===== src/rtl/core/i2cms_pkg.sv =====
package i2cms_pkg;

    typedef enum logic [2:0] {
        OP_IDLE  = 3'd0,
        OP_START = 3'd1,
        OP_STOP  = 3'd2,
        OP_WRITE = 3'd3,
        OP_READ  = 3'd4
    } t_op;

    localparam logic [1:0] LAST_SEG      = 2'd2;
    localparam logic [3:0] BITS_PER_BYTE = 4'd8;
    localparam logic [7:0] DELAY_RESET   = 8'd1;

    typedef struct packed {
        logic [2:0] action;
        logic [7:0] tx_byte;
        logic       send_ack;
        logic       sda_in;
    } t_in_item;

    typedef struct packed {
        logic       scl_out;
        logic       sda_out;
        logic       busy_res;
        logic       done_res;
        logic [7:0] rx_byte;
        logic       ack_received;
    } t_out_item;

endpackage


===== src/rtl/core/i2c_master_byte_sequencer.sv =====
// A request waits in the input register; its result is then held in the result register.
// Throughput: one request per cycle unless results stall; one state step per request.
// One input register and one result register: while a result is stalled, one more
// request is taken into the input register, then o_in_ready drops.
// Reset (i_rst_n low, synchronous): both stages empty, sequencer idle,
// SCL/SDA released high, delay_ticks back to 1, received byte and ack flag cleared.
module i2c_master_byte_sequencer (
    input  logic       i_clk,
    input  logic       i_rst_n,
    // configuration: delay_ticks
    input  logic       i_cfg_we,
    input  logic [7:0] i_cfg_wdata,
    // request channel
    input  logic       i_in_valid,
    output logic       o_in_ready,
    input  logic [2:0] i_action,
    input  logic [7:0] i_tx_byte,
    input  logic       i_send_ack,
    input  logic       i_sda_in,
    // result channel
    output logic       o_out_valid,
    input  logic       i_out_ready,
    output logic       o_scl_out,
    output logic       o_sda_out,
    output logic       o_busy_res,
    output logic       o_done_res,
    output logic [7:0] o_rx_byte,
    output logic       o_ack_received
);
    import i2cms_pkg::*;

    t_in_item  in_item;
    t_in_item  stg_item;
    t_out_item step_item;
    t_out_item out_item;
    logic      stg_valid;
    logic      out_ready;
    logic      step;

    assign in_item.action   = i_action;
    assign in_item.tx_byte  = i_tx_byte;
    assign in_item.send_ack = i_send_ack;
    assign in_item.sda_in   = i_sda_in;

    // A staged tick advances the bus state only when its result has room.
    assign step = stg_valid && out_ready;

    i2cms_in_stage u_in (
        .i_clk   (i_clk),
        .i_rst_n (i_rst_n),
        .i_valid (i_in_valid),
        .o_ready (o_in_ready),
        .i_item  (in_item),
        .o_valid (stg_valid),
        .i_take  (step),
        .o_item  (stg_item)
    );

    // Sequencer: start/stop/byte segments, delay counting, SDA sampling.
    i2cms_core u_core (
        .i_clk       (i_clk),
        .i_rst_n     (i_rst_n),
        .i_cfg_we    (i_cfg_we),
        .i_cfg_wdata (i_cfg_wdata),
        .i_step      (step),
        .i_item      (stg_item),
        .o_item      (step_item)
    );

    i2cms_out_stage u_out (
        .i_clk   (i_clk),
        .i_rst_n (i_rst_n),
        .i_valid (stg_valid),
        .o_ready (out_ready),
        .i_item  (step_item),
        .o_valid (o_out_valid),
        .i_ready (i_out_ready),
        .o_item  (out_item)
    );

    assign o_scl_out      = out_item.scl_out;
    assign o_sda_out      = out_item.sda_out;
    assign o_busy_res     = out_item.busy_res;
    assign o_done_res     = out_item.done_res;
    assign o_rx_byte      = out_item.rx_byte;
    assign o_ack_received = out_item.ack_received;

endmodule


===== src/rtl/core/i2cms_in_stage.sv =====
module i2cms_in_stage (
    input  logic                i_clk,
    input  logic                i_rst_n,
    input  logic                i_valid,
    output logic                o_ready,
    input  i2cms_pkg::t_in_item i_item,
    output logic                o_valid,
    input  logic                i_take,
    output i2cms_pkg::t_in_item o_item
);
    import i2cms_pkg::*;

    logic     r_valid;
    t_in_item r_item;

    assign o_ready = !r_valid || i_take;
    assign o_valid = r_valid;
    assign o_item  = r_item;

    always_ff @(posedge i_clk) begin
        if (!i_rst_n) begin
            r_valid <= 1'b0;
        end else if (o_ready) begin
            r_valid <= i_valid;
        end
    end

    always_ff @(posedge i_clk) begin
        if (o_ready && i_valid) begin
            r_item <= i_item;
        end
    end

endmodule


===== src/rtl/core/i2cms_core.sv =====
module i2cms_core (
    input  logic                 i_clk,
    input  logic                 i_rst_n,
    input  logic                 i_cfg_we,
    input  logic [7:0]           i_cfg_wdata,
    input  logic                 i_step,
    input  i2cms_pkg::t_in_item  i_item,
    output i2cms_pkg::t_out_item o_item
);
    import i2cms_pkg::*;

    logic [7:0] r_delay;
    t_op        r_op,    n_op;
    logic [1:0] r_phase, n_phase;
    logic [3:0] r_bit,   n_bit;
    logic [7:0] r_dly,   n_dly;
    logic [7:0] r_shift, n_shift;
    logic       r_ack_send, n_ack_send;
    logic       r_scl,   n_scl;
    logic       r_sda,   n_sda;
    logic [7:0] r_rx,    n_rx;
    logic       r_ack_flag, n_ack_flag;

    logic       start_cmd;
    t_op        c_op;
    logic [1:0] c_phase;
    logic [1:0] ps;
    logic [7:0] units;
    logic       seg_end;
    logic       busy;
    logic       done;
    logic       bit_val;
    logic [7:0] shifted;

    always_ff @(posedge i_clk) begin
        if (!i_rst_n) begin
            r_delay <= DELAY_RESET;
        end else if (i_cfg_we) begin
            r_delay <= i_cfg_wdata;
        end
    end

    always_comb begin
        start_cmd = (r_op == OP_IDLE) && (i_item.action >= OP_START)
                    && (i_item.action <= OP_READ);
        c_op      = start_cmd ? t_op'(i_item.action) : r_op;
        c_phase   = start_cmd ? 2'd0 : r_phase;
        ps        = (c_phase > LAST_SEG) ? LAST_SEG : c_phase;
        units     = (r_delay == 8'd0) ? 8'd1 : r_delay;

        n_op       = c_op;
        n_phase    = c_phase;
        n_bit      = start_cmd ? 4'd0 : r_bit;
        n_dly      = start_cmd ? 8'd0 : r_dly;
        n_shift    = r_shift;
        n_ack_send = r_ack_send;
        if (start_cmd) begin
            n_shift    = (i_item.action == OP_WRITE) ? i_item.tx_byte : 8'd0;
            n_ack_send = i_item.send_ack;
        end
        n_scl      = r_scl;
        n_sda      = r_sda;
        n_rx       = r_rx;
        n_ack_flag = r_ack_flag;
        busy       = 1'b0;
        done       = 1'b0;
        seg_end    = ({1'b0, n_dly} + 9'd1) >= {1'b0, units};
        shifted    = {n_shift[6:0], (c_op == OP_READ) ? i_item.sda_in : 1'b0};

        // bit value on SDA for a byte command
        if (n_bit < BITS_PER_BYTE) begin
            bit_val = (c_op == OP_WRITE) ? n_shift[7] : 1'b1;
        end else begin
            bit_val = (c_op == OP_WRITE) ? 1'b1 : !n_ack_send;
        end

        if (c_op != OP_IDLE) begin
            busy = 1'b1;
            // drive the current segment
            if (c_op == OP_START) begin
                n_scl = (ps != LAST_SEG);
                n_sda = (ps == 2'd0);
            end else if (c_op == OP_STOP) begin
                n_scl = (ps != 2'd0);
                n_sda = (ps == LAST_SEG);
            end else if (n_bit > BITS_PER_BYTE) begin
                n_scl = 1'b0;
            end else begin
                n_scl = (c_phase != 2'd0);
                n_sda = bit_val;
            end

            if (seg_end) begin
                n_dly = 8'd0;
                if (c_op == OP_START || c_op == OP_STOP) begin
                    if (c_phase >= LAST_SEG) begin
                        done = 1'b1;
                    end else begin
                        n_phase = c_phase + 2'd1;
                    end
                end else if (n_bit > BITS_PER_BYTE) begin
                    done = 1'b1;
                end else if (c_phase == 2'd0) begin
                    n_phase = 2'd1;
                end else begin
                    // end of SCL-high: sample SDA
                    if (n_bit < BITS_PER_BYTE) begin
                        n_shift = shifted;
                        if (c_op == OP_READ && n_bit == BITS_PER_BYTE - 4'd1) begin
                            n_rx = shifted;
                        end
                    end else if (c_op == OP_WRITE) begin
                        n_ack_flag = !i_item.sda_in;
                    end
                    n_phase = 2'd0;
                    n_bit   = n_bit + 4'd1;
                end
                if (done) begin
                    n_op    = OP_IDLE;
                    n_phase = 2'd0;
                    n_bit   = 4'd0;
                    n_dly   = 8'd0;
                end
            end else begin
                n_dly = n_dly + 8'd1;
            end
        end

        o_item.scl_out      = n_scl;
        o_item.sda_out      = n_sda;
        o_item.busy_res     = busy;
        o_item.done_res     = done;
        o_item.rx_byte      = n_rx;
        o_item.ack_received = n_ack_flag;
    end

    always_ff @(posedge i_clk) begin
        if (!i_rst_n) begin
            r_op       <= OP_IDLE;
            r_phase    <= 2'd0;
            r_bit      <= 4'd0;
            r_dly      <= 8'd0;
            r_shift    <= 8'd0;
            r_ack_send <= 1'b0;
            r_scl      <= 1'b1;
            r_sda      <= 1'b1;
            r_rx       <= 8'd0;
            r_ack_flag <= 1'b0;
        end else if (i_step) begin
            r_op       <= n_op;
            r_phase    <= n_phase;
            r_bit      <= n_bit;
            r_dly      <= n_dly;
            r_shift    <= n_shift;
            r_ack_send <= n_ack_send;
            r_scl      <= n_scl;
            r_sda      <= n_sda;
            r_rx       <= n_rx;
            r_ack_flag <= n_ack_flag;
        end
    end

endmodule


===== src/rtl/core/i2cms_out_stage.sv =====
module i2cms_out_stage (
    input  logic                 i_clk,
    input  logic                 i_rst_n,
    input  logic                 i_valid,
    output logic                 o_ready,
    input  i2cms_pkg::t_out_item i_item,
    output logic                 o_valid,
    input  logic                 i_ready,
    output i2cms_pkg::t_out_item o_item
);
    import i2cms_pkg::*;

    logic      r_valid;
    t_out_item r_item;

    assign o_ready = !r_valid || i_ready;
    assign o_valid = r_valid;
    assign o_item  = r_item;

    always_ff @(posedge i_clk) begin
        if (!i_rst_n) begin
            r_valid <= 1'b0;
        end else if (o_ready) begin
            r_valid <= i_valid;
        end
    end

    always_ff @(posedge i_clk) begin
        if (o_ready && i_valid) begin
            r_item <= i_item;
        end
    end

endmodule


===== config.mk =====
export PLATFORM = sky130hd
export DESIGN_NAME = i2c_master_byte_sequencer
export DESIGN_NICKNAME = d
export VERILOG_FILES = /design/src/rtl/core/i2cms_pkg.sv /design/src/rtl/core/i2c_master_byte_sequencer.sv /design/src/rtl/core/i2cms_in_stage.sv /design/src/rtl/core/i2cms_core.sv /design/src/rtl/core/i2cms_out_stage.sv
export SDC_FILE = /design/constraint.sdc
export NUM_CORES = 1
export LEC_CHECK = 0
export ABC_AREA = 1
export BUFFER_PORTS_ARGS = -buffer_cell sky130_fd_sc_hd__buf_2
export CORE_ASPECT_RATIO = 0.8
export CORE_MARGIN = 3
export CORE_UTILIZATION = 35
export DETAILED_ROUTE_END_ITERATION = 12
export PLACE_DENSITY = 0.63
export SYNTH_ARGS = -nofsm -noshare
export SYNTH_HDL_FRONTEND = slang
export SYNTH_SLANG_ARGS = --single-unit
export TNS_END_PERCENT = 100

===== constraint.sdc =====
create_clock -name i_clk -period 6.3 [get_ports i_clk]
set_input_delay 0.945 -clock i_clk [delete_from_list [all_inputs] [get_ports i_clk]]
set_output_delay 0.945 -clock i_clk [all_outputs]
set_load 0.03 [all_outputs]

== After elaboration in Yosys (flattened, before gate mapping) ==
Cells that the tools add are included.
W data, S select, Z words.

* Output and inout bits: 15
* Bits in registers: 73
* Logic and storage cells: 127

* Multiplexer cells: 65
* Magnitude comparators: 7
* $add $sub $neg: 4
* Reduce and logical (&&, ||, !) cells: 20
* Eq/ne operators: 8

{| class="wikitable"
|+ Operators by type and width
! kind !! number
|-
| $mux W8 || 19
|-
| $mux W4 || 7
|-
| $mux W1 || 27
|-
| $mux W2 || 8
|-
| $mux W3 || 4
|-
| $add A8 B1 Y9 const B || 1
|-
| $eq A3 B2 Y1 const B || 3
|-
| $ge A9 B8 Y1 || 1
|-
| $add A8 B1 Y8 const B || 1
|-
| $logic_not A8 Y1 || 1
|-
| $logic_and A1 B1 Y1 || 5
|-
| $add A4 B1 Y4 const B || 1
|-
| $eq A4 B3 Y1 const B || 1
|-
| $gt A4 B4 Y1 const B || 1
|-
| $logic_not A1 Y1 || 4
|-
| $logic_not A2 Y1 || 2
|-
| $lt A4 B4 Y1 const B || 1
|-
| $reduce_bool A2 Y1 || 2
|-
| $eq A3 B1 Y1 const B || 1
|-
| $eq A3 B3 Y1 const B || 1
|-
| $ge A3 B1 Y1 const B || 1
|-
| $le A3 B3 Y1 const B || 1
|-
| $logic_not A3 Y1 || 1
|-
| $logic_or A1 B1 Y1 || 3
|-
| 7 further kinds || 7
|}

== Longest topological paths before layout ==
* Depth after elaboration: 13
* Gate-level depth with buffers: 27
* Gate-level depth less buffers: 24

== Hierarchy ==
Synthesis repeated with hierarchy kept, for this count alone.

* Cells, all modules: 540
* Area, all modules: 3,982.6 um2

{| class="wikitable"
|+ By module, submodules not included
! module !! times used !! cells each !! sequential area each (um2) !! area an instance (um2)
|-
| i2cms_core || 1 || 498 || 900.9 || 3,091.7
|-
| i2cms_in_stage || 1 || 20 || 410.4 || 441.7
|-
| i2cms_out_stage || 1 || 20 || 410.4 || 441.7
|-
| i2c_master_byte_sequencer || 1 || 2 || 0.0 || 7.5
|}

== Worst setup path before layout ==
Ideal clock, no wire load.

* Path type: flip-flop to flip-flop
* Start point: reg u_in.r_item, in the netlist u_in.o_item[11]
* End point: reg u_out.r_item, in the netlist u_out.o_item[8] (data pin)
* Cell stages (with the launch flop): 24
* Period minus slack after synthesis: 3.036 ns
* Data required time: 6.034 ns
* Slack: 3.264 ns
* Arrival: 2.769 ns
* Buffers on the path: 3
* Cells stage by stage: edfxtp_1 -> nor2_2 -> nand2_2 -> nand3_2 -> buf_6 -> buf_2 -> nand2_1 -> inv_1 -> nor2_1 -> a21oi_1 -> ha_1 -> nand2_1 -> nor2_1 -> nand2_1 -> nand3_1 -> nand2_1 -> nand2_1 -> nand2_1 -> nand2_1 -> nor2_4 -> nor2_8 -> nand2_4 -> buf_6 -> o21ai_2

{| class="wikitable"
|+ RTL lines
! item !! line !! source
|-
| start: declaration || i2cms_in_stage.sv:14 || <nowiki>t_in_item r_item;</nowiki>
|-
| start signal: assignment || i2cms_in_stage.sv:30 || <nowiki>r_item <= i_item;</nowiki>
|-
| end signal: assignment || i2cms_out_stage.sv:30 || <nowiki>r_item <= i_item;</nowiki>
|-
| end: declaration || i2cms_out_stage.sv:14 || <nowiki>t_out_item r_item;</nowiki>
|}

==> flow_summary.ini <==
[power_and_ir_drop]
power.density_nw_per_um2 = 272.3
total_leakage_power_nw = 2.001
ir_drop_mv = 0.1368

[job]
cap_viol_max_count = 0

[route]
routedWlPerCell_um = 13.27
ant_nets = 0
viasPerCell = 5.018
drt_wl_total_um = 8852
drt-initial-drc-count = 237
vias = 3347
dr.pass1.iters = 5
drc = 0

[place]
port_buffers = 40
hpwl_um = 6198
routabilityCongestion = 0.8964
dpl.cell_count = 651

[worst_setup_path]
critPathRequiredTime_ns = 6.38
worstPathArrival_ns = 3.76
endpoint_kind = register
start_kind = register
startpoint = u_in.o_item[11]
worstSetupPathType = register to register
r2r_slack_ns = 2.62
reg2reg_from = u_in.o_item[11]
cp_max_fo = 32
r2r-end = u_out.o_item[0]
r2r_cells = 16

[timing]
finalSetupViolCount = 0
relSlewSlack_pct = 52.82
skew_ns = 0.007076
fin_crit_ns = 3.681
fmax_mhz = 271.7
tns_ns = 0
tightest_slew_ns = 0.7068
timing.hold.ws_ns = 0.4595
final_hold_viol_count = 0
rsz0062_at_grt = false
slew_violations = 0
min_period_over_period_pct = 58.42

[min_path]
hp-class = register to register
min_to = u_core.r_delay[0]
hp-start = u_core.r_delay[0]
holdPathStages = 2

[synth]
syn_avg_cell_area_um2 = 8.043
synth_area_um2 = 3909
yosysSeqAreaShare_pct = 44.05
synthArstFlopShare_pct = 0
ys_types = 38
synth_warnings = 0
syn_inst = 486
synth-main-ff-cell = dfxtp_1
synth_edf_count = 26
synth_nets = 523
ys_ff_latch = 73

[clock_tree]
cts.path.max_buffers = 2
clk_pin_slew_ns = 0.06
cts_root_buf = clkbuf_16
cts_hold_buffers = 0
cts_tree = yes
clkLatencyLatePin_ns = 0.33
htree_levels = 3
clock_sinks = 73
ctsResizeCount = 0
cts_buffers = 9
post_cts_buffers = 0

[grt]
grt_pass1_wl_um = 14990
grt_max_degree = 47
grt.overflow.total = 0
antenna_found_initial = 0
grt_pass1_vias = 3141
grt.total_usage_pct = 15.21

[floorplan]
initial_core_util_pct = 36.98
rows = 33
dieArea_um2 = 12480
fp.dieH_um = 100.5
io-pin-count = 41
die_w_um = 124.2
core-area_um2 = 10570

[finish]
final_layout_size_suffix_gt1_share_pct = 21.44
final_cells = 667
nets = 559
diodes = 0
syn_to_final_growth_pct = 15.24

[outcome]
status = complete, no violations
-- kinds of logic after synthesis --
kind of cell,count (synthesis),synth area share (%)
AO/OA/AOI/OAI,109,16.33
adder cells (fa/ha/maj),11,3.521
XOR/XNOR,1,0.2241
flip-flops,73,44.05
buffers and inverters,77,8.098
AND/OR/NAND/NOR,215,27.79
-- cell type report --
type	instances	area [um2]
repair buffers	42	215.2
multi-input cells	336	1871
flip-flops and latches	73	1722
fillers	1073	6066
well taps	140	175.2
clock buffers	11	232.7
clock inverters	5	57.56
inverters	60	231.5
-- power breakdown --
group          switching [mW]  internal (mW)  leakage (nW)
registers              0.0148          0.517         0.635
logic                   0.141         0.0607          1.23
clock network           0.187          0.306         0.132
total                   0.343          0.884          2.00
-- layer usage --
layer  track usage (%)  vias to the layer above  routed length [um]
li1                  -                     1687                   -
met1             21.54                     1533                4287
met2             22.84                      116                3783
met3             3.928                       11                 657
met4             4.545                        0                 124
met5                 0                        -                   0
-- cell usage after synthesis, types with 2 or more instances --
library cell | n | area, um2
nand3_2 | 3 | 30.03
nor2_4 | 3 | 33.78
clkbuf_1 | 9 | 33.78
o21ai_2 | 17 | 148.9
buf_2 | 5 | 25.02
nand2_2 | 15 | 93.84
a21oi_1 | 64 | 320.3
nor3b_1 | 8 | 60.06
nand2_4 | 2 | 22.52
nand3_1 | 33 | 165.2
a31oi_1 | 3 | 18.77
nand4_1 | 5 | 31.28
ha_1 | 11 | 137.6
nand2_1 | 96 | 360.4
inv_4 | 2 | 12.51
dfxtp_1 | 47 | 940.9
nor2_2 | 4 | 25.02
edfxtp_1 | 26 | 780.8
nand3_4 | 2 | 35.03
buf_6 | 2 | 22.52
inv_2 | 2 | 7.510
nor2_8 | 2 | 40.04
inv_1 | 54 | 202.7
o21ai_0 | 20 | 100.1
nor2_1 | 35 | 131.4
nor3_1 | 4 | 20.02
-- how the worst max path moves through the flow --
stage	slack (ns)	to	cells past startpoint
floorplan	3.26	u_out.o_item[8]	23
global placement	2.71	u_out.o_item[0]	16
detailed placement	2.66	u_out.o_item[0]	16
CTS	2.64	u_core.r_rx[5]	18
global route	2.24	u_out.o_item[0]	16
finish	2.62	u_out.o_item[0]	16
-- per-stage QoR --
step           worst slack (ns)  utilization (%)  instance area (um2)  power, mW
2_1_floorplan             3.264                -                 3909     0.6949
3_3_place_gp              2.714            39.87                 4214     0.7367
3_5_place_dp              2.660            39.87                 4214     0.7412
4_1_cts                   2.637            42.61                 4504      1.239
5_1_grt                   2.241            42.61                 4504      1.289
6_report                  2.619            42.61                 4504      1.226
-- worst max-delay path, stage by stage (launching register included) --
cell	delay (ns)
edfxtp_1	0.51
o21ai_2	0.21
nand3_2	0.58
nand3_1	0.32
inv_1	0.11
a21oi_1	0.15
a31oi_1	0.08
ha_1	0.32
nand2_1	0.07
nor3_1	0.20
a21oi_1	0.12
nand3_1	0.18
nand2_1	0.15
nor2_2	0.18
nand3_1	0.11
nand2_1	0.10
inv_1	0.04
-- sequential cells by signal, indices dropped and copies added (netlist names), 3 cells and up --
name and count:
u_in.o_item 13, u_core.r_delay 8, u_core.r_shift 8, u_out.o_item 13, u_core.r_dly 8, u_core.r_rx 8
u_core.r_bit 4, u_core.r_op 3
-- layout by cell type, fill, tap and decap left out, types with 2 or more instances in the layout --
master	synthesis	routed
buf_4	0	2
edfxtp_1	26	26
clkbuf_1	9	2
inv_1	54	54
nor2_4	3	3
nor3b_1	8	8
nor2_2	4	4
nand2_2	15	15
o21ai_2	17	17
clkinv_2	1	2
nor2_1	35	35
nand2_4	2	2
ha_1	11	11
clkbuf_16	0	9
nor2_8	2	2
nand3_4	2	2
nand2_1	96	96
nand4_1	5	5
inv_4	2	2
nor3_1	4	4
clkinvlp_4	0	3
a31oi_1	3	3
o21ai_0	20	20
buf_2	5	40
nand3_2	3	3
inv_2	2	2
a21oi_1	64	64
dfxtp_1	47	47
nand3_1	33	33
Power figures use the tool's default switching activity.
